==> src/bfsf_pkg.sv <==
package bfsf_pkg;

  localparam int WORD_W       = 64;
  localparam int SEED_W       = 8;
  localparam int SEED_SLOTS   = 8;
  localparam int BYTE_W       = 8;
  localparam int SET_SIZE_W   = 13;
  localparam int HASH_COUNT_W = 4;
  localparam int CFG_IDX_W    = 2;
  localparam int ACTION_W     = 2;

  typedef logic [WORD_W-1:0]   word_t;
  typedef logic [ACTION_W-1:0] action_t;
  typedef logic [CFG_IDX_W-1:0] cfg_idx_t;

  localparam action_t ACT_INSERT = 2'd0;
  localparam action_t ACT_TEST   = 2'd1;
  localparam action_t ACT_CLEAR  = 2'd2;
  localparam action_t ACT_NONE   = 2'd3;

  localparam cfg_idx_t REG_SET_SIZE   = 2'd0;
  localparam cfg_idx_t REG_HASH_COUNT = 2'd1;
  localparam cfg_idx_t REG_SEED_PACK  = 2'd2;

  localparam logic [SET_SIZE_W-1:0]   SET_SIZE_RST   = 13'd4096;
  localparam logic [HASH_COUNT_W-1:0] HASH_COUNT_RST = 4'd4;

endpackage

==> src/bfsf_mod.sv <==
module bfsf_mod #(
  parameter int STORE_BITS = 4096
) (
  input  logic                          clk,
  input  logic                          rst,
  input  logic                          start,
  input  bfsf_pkg::word_t               dividend,
  input  logic [$clog2(STORE_BITS):0]   divisor,
  output logic                          done,
  output logic [$clog2(STORE_BITS)-1:0] rem_out
);
  import bfsf_pkg::*;

  localparam int IW = $clog2(STORE_BITS);
  localparam int SW = IW + 1;
  localparam int CW = $clog2(WORD_W + 1);

  logic [SW-1:0] rem;
  word_t         shreg;
  logic [CW-1:0] cnt;
  logic          running;
  logic [SW:0]   trial;
  logic [SW:0]   dvs_ext;

  assign trial   = {rem, shreg[WORD_W-1]};
  assign dvs_ext = {1'b0, divisor};
  assign rem_out = rem[IW-1:0];

  // one quotient bit a cycle, restoring form
  always_ff @(posedge clk) begin
    if (rst) begin
      running <= 1'b0;
      done    <= 1'b0;
      cnt     <= '0;
    end else begin
      if (start) begin
        running <= 1'b1;
        done    <= 1'b0;
        cnt     <= '0;
        rem     <= '0;
        shreg   <= dividend;
      end else if (running) begin
        shreg <= {shreg[WORD_W-2:0], 1'b0};
        if (trial >= dvs_ext) begin
          rem <= SW'(trial - dvs_ext);
        end else begin
          rem <= trial[SW-1:0];
        end
        cnt  <= cnt + 1'b1;
        done <= (cnt == CW'(WORD_W - 1));
        if (cnt == CW'(WORD_W - 1)) begin
          running <= 1'b0;
        end
      end else begin
        done <= 1'b0;
      end
    end
  end

endmodule

==> config.mk <==
export PLATFORM = sky130hd
export DESIGN_NAME = bfsf_mod
export DESIGN_NICKNAME = d
export VERILOG_FILES = /design/src/bfsf_pkg.sv /design/src/bfsf_mod.sv
export SDC_FILE = /design/constraint.sdc
export NUM_CORES = 1
export LEC_CHECK = 0
export BUFFER_PORTS_ARGS = -buffer_cell sky130_fd_sc_hd__buf_2
export CAP_MARGIN = 10
export CORE_MARGIN = 5
export CORE_UTILIZATION = 41
export CTS_BUF_LIST = sky130_fd_sc_hd__clkbuf_4 sky130_fd_sc_hd__clkbuf_8
export CTS_CLUSTER_DIAMETER = 40
export DETAILED_ROUTE_END_ITERATION = 6
export GPL_TIMING_DRIVEN = 0
export SETUP_SLACK_MARGIN = 0.4
export SYNTH_ARGS = -nofsm -noshare
export SYNTH_HDL_FRONTEND = slang
export SYNTH_SLANG_ARGS = --single-unit
==> constraint.sdc <==
create_clock -name clk -period 7.6 [get_ports clk]
set_input_delay 1.52 -clock clk [delete_from_list [all_inputs] [get_ports clk]]
set_output_delay 1.52 -clock clk [all_outputs]
set_load 0.01 [all_outputs]
==> flow_metrics.py, run 1 <==
metrics = {
    "sta": {
        "worst_case_setup_margin_in_the_final_layout_ns": 3.69,
        "achievable-frequency_ghz": 0.256,
        "finalCritPeriodShare": 0.514,
        "fin_setup_tns_ns": 0,
        "worst_clock_skew_ns": 0.00723,
        "finalSetupViolCount": 0,
        "hold_fails_final_rpt": 0,
        "worst_pin_slew_ns": 0.811,
        "setup_repair_after_global_routing_missed_its_margin": "no",
        "timing.slew.headroom": 0.458,
        "final_max_slew_viols": 0,
        "finalCriticalPeriod_ns": 3.91,
    },
    "hold_path": {
        "hold_path_class": "reg2reg",
    },
    "job": {
        "maxCapViolCount": 0,
    },
    "floorplanning": {
        "core_um2": 10700,
        "die-height_um": 114,
        "floorplan.rows": 38,
        "pin_count": 93,
        "dieWidth_um": 114,
        "initial_utilization": 0.413,
        "floorplan.die_area_um2": 13000,
    },
    "logic_synthesis": {
        "ys_seq_area_frac": 0.561,
        "synthArstFlopShare": 0,
        "synthMostInstantiatedCell": "edfxtp_1",
        "mapped_area_um2": 4440,
        "yosysWarningCount": 0,
        "yosys_reg_bits": 86,
        "post_synth_most_frequent_cells": "77 x edfxtp_1, 64 x mux2_2, 24 x nor2_1",
        "synthesis.area_per_instance_um2": 13.3,
        "postSynthCellCount": 335,
        "netlist.area_leader.share": 0.521,
        "synth_top_flop_cell": "edfxtp_1",
        "netlist.top_cell.by_area": "edfxtp_1",
        "synthTopCellsByArea": "edfxtp_1 52%, mux2_2 16%, dfxtp_1 4.1%",
        "synth_fp_nets": 430,
        "post_synth_edffs": 77,
        "synth.lib_cells_used.distinct": 47,
    },
    "worst_setup_path": {
        "worst-r2r-cell-count": 11,
        "wp_buf_inv": 3,
        "crit_required_ns": 7.69,
        "critical_path.reg2reg.endpoint": "rem[10]",
        "crit_path_max_incr_delay_ns": 0.49,
        "timing.critical_path.cells": "buf_2, ha_1, fa_1, nand2b_1, a211oi_1, o21ai_1, a31oi_1, buf_4, buf_12, mux2i_1, nor2_1",
        "crit_path_start": "divisor[0]",
        "critical_path_peak_fanout": 10,
        "crit_arrival_ns": 4.00,
        "r2r_start": "shreg[63]",
        "worst-r2r-setup-slack_ns": 4.58,
        "path_depth": 11,
        "cell_at_the_slowest_stage_of_the_critical_path": "a211oi_1",
        "cp-endpoint": "rem[10]",
        "path_delay_family": "compound AO/OA/AOI/OAI gates",
        "worstSetupPathType": "in2reg",
        "end_kind": "register",
        "worst_setup_path_start_kind": "input pin",
    },
    "clock_tree": {
        "post_cts_resize_count": 0,
        "clk_latency_ns": 0.36,
        "cts_hold_buf": 0,
        "clock_sink_count": 86,
        "htree_levels": 3,
        "cts_made_buffers": 9,
        "cts-root-to-sink-buffers": 2,
        "cts.root.buffer_cell": "clkbuf_8",
        "cts_setup_buffers": 0,
        "tritoncts": "done",
        "worst_setup_hold_path_clk_slew_ns": 0.09,
    },
    "final_layout": {
        "synthToLayoutAreaGrowth_pct": 19.4,
        "layout.filler_cells": 1031,
        "nets": 534,
        "layout-drive-gt1-share": 0.439,
        "seqCellArea_um2": 2490,
        "n_antenna_cell": 0,
        "final_cell_area_um2": 5300,
        "multi_input_gate_area_in_the_final_layout_um2": 1740,
    },
    "global_route": {
        "grt.total_usage": 0.138,
        "grt_pass1_vias": 3019,
        "grt_first_pass_wirelength_um": 14100,
        "globalRouteOverflowTotal": 0,
        "initial_antenna_violation_count": 0,
        "grt_start_max_net_pins": 31,
    },
    "drt": {
        "drc_errors": 0,
        "drt_first_pass_iters": 4,
        "post_drt_wl_per_cell_um": 14.8,
        "dr_total_vias": 2910,
        "routed-wl-met2_um": 4060,
        "routed_wl_um": 8670,
        "avgViaCountPerCell": 4.98,
        "final_ant_viol_nets": 0,
        "detailedRoute.firstIterationViolations": 119,
        "wl_met1_um": 3860,
        "detailroute.wirelength.met3_um": 586,
        "highest_signal_layer_in_the_routed_design": "met4",
    },
    "power_and_ir_drop": {
        "design_power_total_uw": 1070,
        "leakage_uw": 0.00211,
        "ir_drop_uv": 90.5,
        "powerDensity_nw_per_um2": 203,
    },
    "placement": {
        "gp_congestion": 0.805,
        "place_area_um2": 5130,
        "portBuffers": 91,
        "dp_hpwl_um": 6340,
        "worst_slack_placed_ns": 3.31,
    },
    "status": {
        "outcome": "completed",
    },
}
[cells in the final DEF, fill, tap and decap left out, types with 2 or more instances in the layout]
cell and instances:
a21oi_1 11, o21ai_0 6, a31oi_1 4, buf_12 2, mux2i_1 8, edfxtp_1 77
o21a_1 3, nand3_1 4, inv_1 16, a211oi_2 2, or2_2 2, clkbuf_1 11
clkinvlp_4 2, a211oi_1 2, and2b_1 2, clkbuf_8 9, and3_1 2, nand2b_1 4
and2_1 3, nor2_1 23, ha_1 14, nor2b_1 2, or3_1 2, nor3_1 6
xnor2_1 6, nand2_1 9, nor4_1 3, xor2_1 4, mux2_2 64, clkinv_4 2
nand4_1 3, buf_2 91, buf_4 13, a21o_1 2, dfxtp_1 9
[worst min-delay path by stage]
stage,from,end,cells past startpoint
2_1_floorplan,cnt[6],done,1
4_1_cts,cnt[5],cnt[5],2
3_5_place_dp,cnt[5],cnt[5],2
6_report,cnt[5],cnt[5],2
5_1_grt,cnt[6],done,1
3_3_place_gp,cnt[5],cnt[5],2
[area by class of cell]
type / count / share of cell area
Sequential cell: 86 / 0.470
Multi-Input combinational cell: 208 / 0.328
Timing Repair Buffer: 93 / 0.0949
Tap cell: 140 / 0.0330
Buffer: 25 / 0.0300
Clock buffer: 9 / 0.0234
Inverter: 16 / 0.0113
Clock inverter: 7 / 0.00944
[cells by family (layout without fill, tap and decap cells)]
| logic type | count (synthesis) | in the layout | share of synthesized area |
|---|---|---|---|
| flip-flops | 86 | 86 | 0.561 |
| adder cells (fa/ha/maj) | 15 | 15 | 0.0439 |
| AO/OA/AOI/OAI | 40 | 40 | 0.0631 |
| AND/OR/NAND/NOR | 71 | 71 | 0.0825 |
| XOR/XNOR | 10 | 10 | 0.0197 |
| buffers and inverters | 41 | 150 | 0.0493 |
| multiplexers | 72 | 72 | 0.180 |
[stage by stage]
step / utilization / cells / hold slack, ns
2_1_floorplan: - / 335 / 0.433
6_report: 0.493 / 584 / 0.501
3_5_place_dp: 0.477 / 568 / 0.485
3_3_place_gp: 0.472 / 566 / 0.470
5_1_grt: 0.493 / 584 / 0.522
4_1_cts: 0.493 / 584 / 0.497
[routing by layer]
layer	track usage	vias up
li1	-	1441
met1	0.168	1381
met2	0.226	74
met3	0.0486	14
met4	0.0538	0
met5	0	-
[registers in the layout, summed over array words and instances, names as in the netlist]
name and cells:
shreg 64, rem 13, cnt 7, done 1, running 1
[worst min-delay path, delay by kind of cell (launching register included)]
family	cells	cell delay, ns
flip-flops	1	0.32
AO/OA/AOI/OAI	2	0.13
[power breakdown]
part           internal, µW  switching (µW)
registers               556            11.9
clock network           119             173
logic                   110             104
No activity file was read; power rests on OpenSTA's default activity.
==> run 2: changes to the inputs <==
- clock period: 7.6 -> 4 ns (I/O delays scaled with it)
==> run 2 against run 1 <==
Effect of this change:
- combinational power rose by 91%
- die area unchanged
- worst hold slack lost 0.028 ns
- critical path depth is the same
- clock power rose to 2.8 times the previous value
- cell area up 2.3%
- sequential share of layout area shrank 1.1 points
- core utilization rose by 1.1 points
- critical endpoint unchanged
- largest cell class unchanged
==> flow_metrics.py, run 2 (same netlist as run 1, synthesis figures left out) <==
metrics = {
    "placement": {
        "portBuffers": 91,
        "dp_hpwl_um": 6300,
        "gp_congestion": 0.780,
        "worst_slack_placed_ns": 0.483,
    },
    "drt": {
        "avgViaCountPerCell": 4.94,
        "routed_wl_um": 8560,
        "drt_first_pass_iters": 4,
        "dr_total_vias": 2891,
        "final_ant_viol_nets": 0,
        "detailedRoute.firstIterationViolations": 73,
        "post_drt_wl_per_cell_um": 14.6,
        "drc_errors": 0,
    },
    "global_route": {
        "grt_first_pass_wirelength_um": 14100,
        "globalRouteOverflowTotal": 0,
        "grt_pass1_vias": 3016,
        "grt.total_usage": 0.137,
        "grt_start_max_net_pins": 26,
        "initial_antenna_violation_count": 1,
    },
    "clock_tree": {
        "cts_setup_buffers": 0,
        "cts_hold_buf": 0,
        "tritoncts": "done",
        "cts_made_buffers": 9,
        "worst_setup_hold_path_clk_slew_ns": 0.09,
        "clock_sink_count": 86,
        "htree_levels": 3,
        "cts-root-to-sink-buffers": 2,
        "post_cts_resize_count": 0,
        "cts.root.buffer_cell": "clkbuf_8",
        "clk_latency_ns": 0.35,
    },
    "floorplanning": {
        "core_um2": 10700,
        "pin_count": 93,
        "dieWidth_um": 114,
        "initial_utilization": 0.413,
        "floorplan.die_area_um2": 13000,
        "die-height_um": 114,
        "floorplan.rows": 38,
    },
    "sta": {
        "finalCriticalPeriod_ns": 3.11,
        "worst_case_setup_margin_in_the_final_layout_ns": 0.887,
        "final_max_slew_viols": 0,
        "worst_pin_slew_ns": 0.677,
        "setup_repair_after_global_routing_missed_its_margin": "no",
        "hold_fails_final_rpt": 0,
        "timing.slew.headroom": 0.549,
        "finalSetupViolCount": 0,
        "finalCritPeriodShare": 0.778,
        "final.hold.worst_slack_ns": 0.473,
        "fin_setup_tns_ns": 0,
        "worst_clock_skew_ns": 0.0126,
        "achievable-frequency_ghz": 0.321,
    },
    "power_and_ir_drop": {
        "leakage_uw": 0.00217,
        "ir_drop_uv": 200,
        "powerDensity_nw_per_um2": 423,
    },
    "final_layout": {
        "finalCoreUtilization": 0.505,
        "layout_commonest_cell": "buf_2",
        "registers_with_the_most_flip_flops": "shreg (64), rem (13), cnt (7)",
        "max_ffs_per_register": 64,
        "layout-drive-gt1-share": 0.443,
        "layout_common_cells": "91 x buf_2, 77 x edfxtp_1, 64 x mux2_2, 23 x nor2_1, 16 x inv_1",
        "n_antenna_cell": 0,
        "synthToLayoutAreaGrowth_pct": 22.1,
        "max_flop_register": "shreg",
        "nets": 535,
        "layout.filler_cells": 991,
    },
    "status": {
        "outcome": "completed",
    },
    "worst_setup_path": {
        "worstSetupPathType": "in2reg",
        "crit_required_ns": 4.08,
        "end_kind": "register",
        "crit_arrival_ns": 3.19,
        "critical_path_peak_fanout": 10,
        "worst-r2r-setup-slack_ns": 1.07,
        "worst_setup_path_start_kind": "input pin",
    },
    "job": {
        "maxCapViolCount": 0,
    },
    "hold_path": {
        "hold_path_class": "reg2reg",
    },
}
[run 2: cell types whose count changed in the layout (fill, tap and decap cells not counted)]
| cell | change |
|---|---|
| buf_16 | +1 |
| inv_6 | -1 |
| clkinv_1 | -1 |
| bufinv_16 | +4 |
| clkinvlp_4 | -2 |
| clkinv_4 | -1 |
| inv_8 | +1 |
[run 2: path summary, 6_finish.rpt]
| path | from | cells after the start | end |
|---|---|---|---|
| worst max-delay path | divisor[0] | 11 | rem[10] |
| worst min-delay path | cnt[6] | 1 | done |
| worst max register to register | shreg[63] | 11 | rem[10] |
| worst min register to register | cnt[6] | 1 | done |
[run 2: layout make-up]
type / count / area (µm²) / area share
clock buffer: 9 / 124 / 0.0228
tap: 140 / 175 / 0.0323
sequential: 86 / 2490 / 0.460
buffer: 25 / 159 / 0.0293
clock inverter: 7 / 145 / 0.0268
multi-input combinational: 208 / 1740 / 0.320
timing repair buffer: 94 / 531 / 0.0978
inverter: 16 / 60.1 / 0.0111
[run 2: critical path: stages]
cell and delay (ns):
buf_2 0.11, ha_1 0.22, fa_1 0.41, nand2b_1 0.18
a211oi_1 0.41, o21ai_1 0.21, a31oi_1 0.20, buf_4 0.24
buf_12 0.16, mux2i_1 0.19, nor2_1 0.06
[run 2: stage by stage]
step	instance area, µm²	total power, µW	instances
after CTS	5420	2320	585
final	5420	2290	585
after global placement	5080	1490	566
after global routing	5420	2420	585
after detailed placement	5150	1510	569
after floorplan	4450	1390	335
[run 2: power by group]
group          internal, µW  total [µW]  switching, µW
Clock                   482         808            326
Combinational           213         408            196
Sequential             1060        1080           22.1
Total                  1750        2290            544
[run 2: metal layers]
| layer | track usage | vias to the layer above | routed length, µm |
|---|---|---|---|
| li1 | - | 1444 | - |
| met1 | 0.165 | 1355 | 3600 |
| met2 | 0.222 | 79 | 4100 |
| met3 | 0.0555 | 11 | 750 |
| met4 | 0.0467 | 2 | 87 |
| met5 | 0 | - | 20 |
==> run 3: changes to the inputs <==
- clock period: 4 -> 3.05 ns (I/O delays scaled with it)
==> run 3 against run 2 <==
Effect of this change:
- power rose by 23%
- sequential power rose by 31%
- combinational power is 47% higher
- global-route usage increased by 0.54 points
- first-iteration DRC count rose by 23%
- sequential cell count unchanged
- cell area rose by 0.90%
- sequential share of layout area down 0.41 points
- register-to-register slack worse by 0.57 ns
- non-clock buffer count grew 8
- clock power barely moved
- largest power group unchanged
==> flow_metrics.py, run 3 (same netlist as run 1, synthesis figures left out) <==
metrics = {
    "worst_setup_path": {
        "crit_arrival_ns": 2.74,
        "cp-endpoint": "rem[7]",
        "crit_path_start": "shreg[63]",
        "critical_path.reg2reg.endpoint": "rem[7]",
        "worstSetupPathType": "reg2reg",
        "worst-r2r-cell-count": 12,
        "worst_setup_path_start_kind": "register",
        "end_kind": "register",
        "crit_required_ns": 3.23,
        "worst-r2r-setup-slack_ns": 0.50,
        "r2r_start": "shreg[63]",
        "critical_path_peak_fanout": 7,
    },
    "sta": {
        "final_max_slew_viols": 0,
        "achievable-frequency_ghz": 0.392,
        "hold_fails_final_rpt": 0,
        "worst_clock_skew_ns": 0.00902,
        "finalCritPeriodShare": 0.837,
        "timing.slew.headroom": 0.555,
        "worst_case_setup_margin_in_the_final_layout_ns": 0.498,
        "finalCriticalPeriod_ns": 2.55,
        "worst_pin_slew_ns": 0.666,
        "finalSetupViolCount": 0,
        "setup_repair_after_global_routing_missed_its_margin": "no",
    },
    "clock_tree": {
        "cts-root-to-sink-buffers": 2,
        "cts_made_buffers": 9,
        "cts.root.buffer_cell": "clkbuf_8",
        "htree_levels": 3,
        "tritoncts": "done",
        "worst_setup_hold_path_clk_slew_ns": 0.09,
        "clock_sink_count": 86,
        "clk_latency_ns": 0.35,
    },
    "floorplanning": {
        "pin_count": 93,
        "dieWidth_um": 114,
        "floorplan.die_area_um2": 13000,
        "floorplan.rows": 38,
        "initial_utilization": 0.413,
        "core_um2": 10700,
        "die-height_um": 114,
    },
    "power_and_ir_drop": {
        "clock_power_share": 0.286,
        "cell_internal_pwr_uw": 2110,
        "sequentialPowerShare": 0.501,
        "leakage_uw": 0.00218,
        "ir_drop_uv": 218,
        "net-switching-power_uw": 712,
        "p_sw_frac": 0.252,
        "powerDensity_nw_per_um2": 516,
        "power.share.combinational": 0.213,
    },
    "global_route": {
        "grt_start_max_net_pins": 31,
        "initial_antenna_violation_count": 2,
        "grt.total_usage": 0.142,
        "grt_first_pass_wirelength_um": 14700,
        "globalRouteOverflowTotal": 0,
        "grt_pass1_vias": 3107,
    },
    "placement": {
        "gp_congestion": 0.793,
        "portBuffers": 91,
        "worst_slack_placed_ns": -0.0667,
        "place_area_um2": 5160,
        "dp_hpwl_um": 6460,
    },
    "final_layout": {
        "multi_input_gate_area_in_the_final_layout_um2": 1790,
        "layout-drive-gt1-share": 0.475,
        "n_antenna_cell": 0,
        "final_cell_area_um2": 5470,
        "max_ffs_per_register": 64,
        "layout_commonest_cell": "buf_2",
        "layout_common_cells": "91 x buf_2, 77 x edfxtp_1, 64 x mux2_2, 23 x nor2_1, 20 x buf_4",
        "finalCoreUtilization": 0.509,
        "nets": 543,
        "seqCellArea_um2": 2490,
        "layout.filler_cells": 1000,
        "max_flop_register": "shreg",
        "registers_with_the_most_flip_flops": "shreg (64), rem (13), cnt (7)",
        "synthToLayoutAreaGrowth_pct": 23.2,
    },
    "drt": {
        "detailedRoute.firstIterationViolations": 90,
        "avgViaCountPerCell": 4.93,
        "post_drt_wl_per_cell_um": 15.2,
        "final_ant_viol_nets": 0,
        "dr_total_vias": 2921,
        "drc_errors": 0,
        "drt_first_pass_iters": 4,
        "routed_wl_um": 9000,
    },
    "job": {
        "maxCapViolCount": 0,
    },
    "status": {
        "outcome": "completed",
    },
    "hold_path": {
        "hold_path_class": "reg2reg",
    },
}
-- run 3: layer usage --
| metal | GRT usage | vias to the layer above | routed length (µm) |
|---|---|---|---|
| li1 | - | 1458 | - |
| met1 | 0.180 | 1374 | 3890 |
| met2 | 0.225 | 72 | 4280 |
| met3 | 0.0481 | 13 | 679 |
| met4 | 0.0546 | 4 | 106 |
| met5 | 0 | - | 40 |
-- run 3: how the worst min path moves through the flow --
| stage | from | endpoint | slack, ns | cells past startpoint |
|---|---|---|---|---|
| floorplan | cnt[6] | done | 0.43 | 1 |
| global placement | cnt[6] | done | 0.46 | 1 |
| detailed placement | cnt[6] | done | 0.46 | 1 |
| CTS | cnt[6] | done | 0.48 | 1 |
| global route | cnt[6] | done | 0.52 | 1 |
| finish | cnt[6] | done | 0.48 | 1 |
-- run 3: timing repair --
action / 4_1_cts / 5_1_grt
pin swaps: 2 / 3
buffers inserted: 3 / 6
gates resized for setup: 1 / 6
endpoints found under the setup margin: 12 / 12
hold buffers: 0 / 0
-- run 3: power groups by stage --
| stage | combinational (µW) | clock, µW | sequential [µW] |
|---|---|---|---|
| floorplan | 396 | 0 | 1430 |
| finish | 601 | 809 | 1420 |
| global placement | 523 | 0 | 1440 |
| CTS | 572 | 846 | 1420 |
| global route | 662 | 896 | 1430 |
| detailed placement | 544 | 0 | 1440 |
-- run 3: area by class of cell --
type,count,share of cell area
Sequential cell,86,0.455
Inverter,16,0.0110
Clock buffer,12,0.0267
Timing Repair Buffer,102,0.107
Tap cell,140,0.0320
Clock inverter,4,0.00846
Multi-Input combinational cell,208,0.328
Buffer,25,0.0311
-- run 3: stage by stage --
stage	TNS, ns	cells	hold slack (ns)	total power (µW)
detailed placement	-0.127	568	0.462	1990
floorplan	0	335	0.433	1830
global placement	-19.48	566	0.463	1970
global route	0	593	0.518	2980
CTS	0	587	0.480	2830
finish	0	593	0.478	2830
-- run 3: critical path, stage by stage (launching register included) --
cell and delay (ns):
edfxtp_1 0.36, inv_1 0.08, ha_4 0.17, fa_2 0.34, nand2b_4 0.16, a211oi_4 0.27, o21ai_2 0.09, a31oi_1 0.23
buf_4 0.20, buf_12 0.13, buf_4 0.11, nand3_1 0.06, a21oi_1 0.19
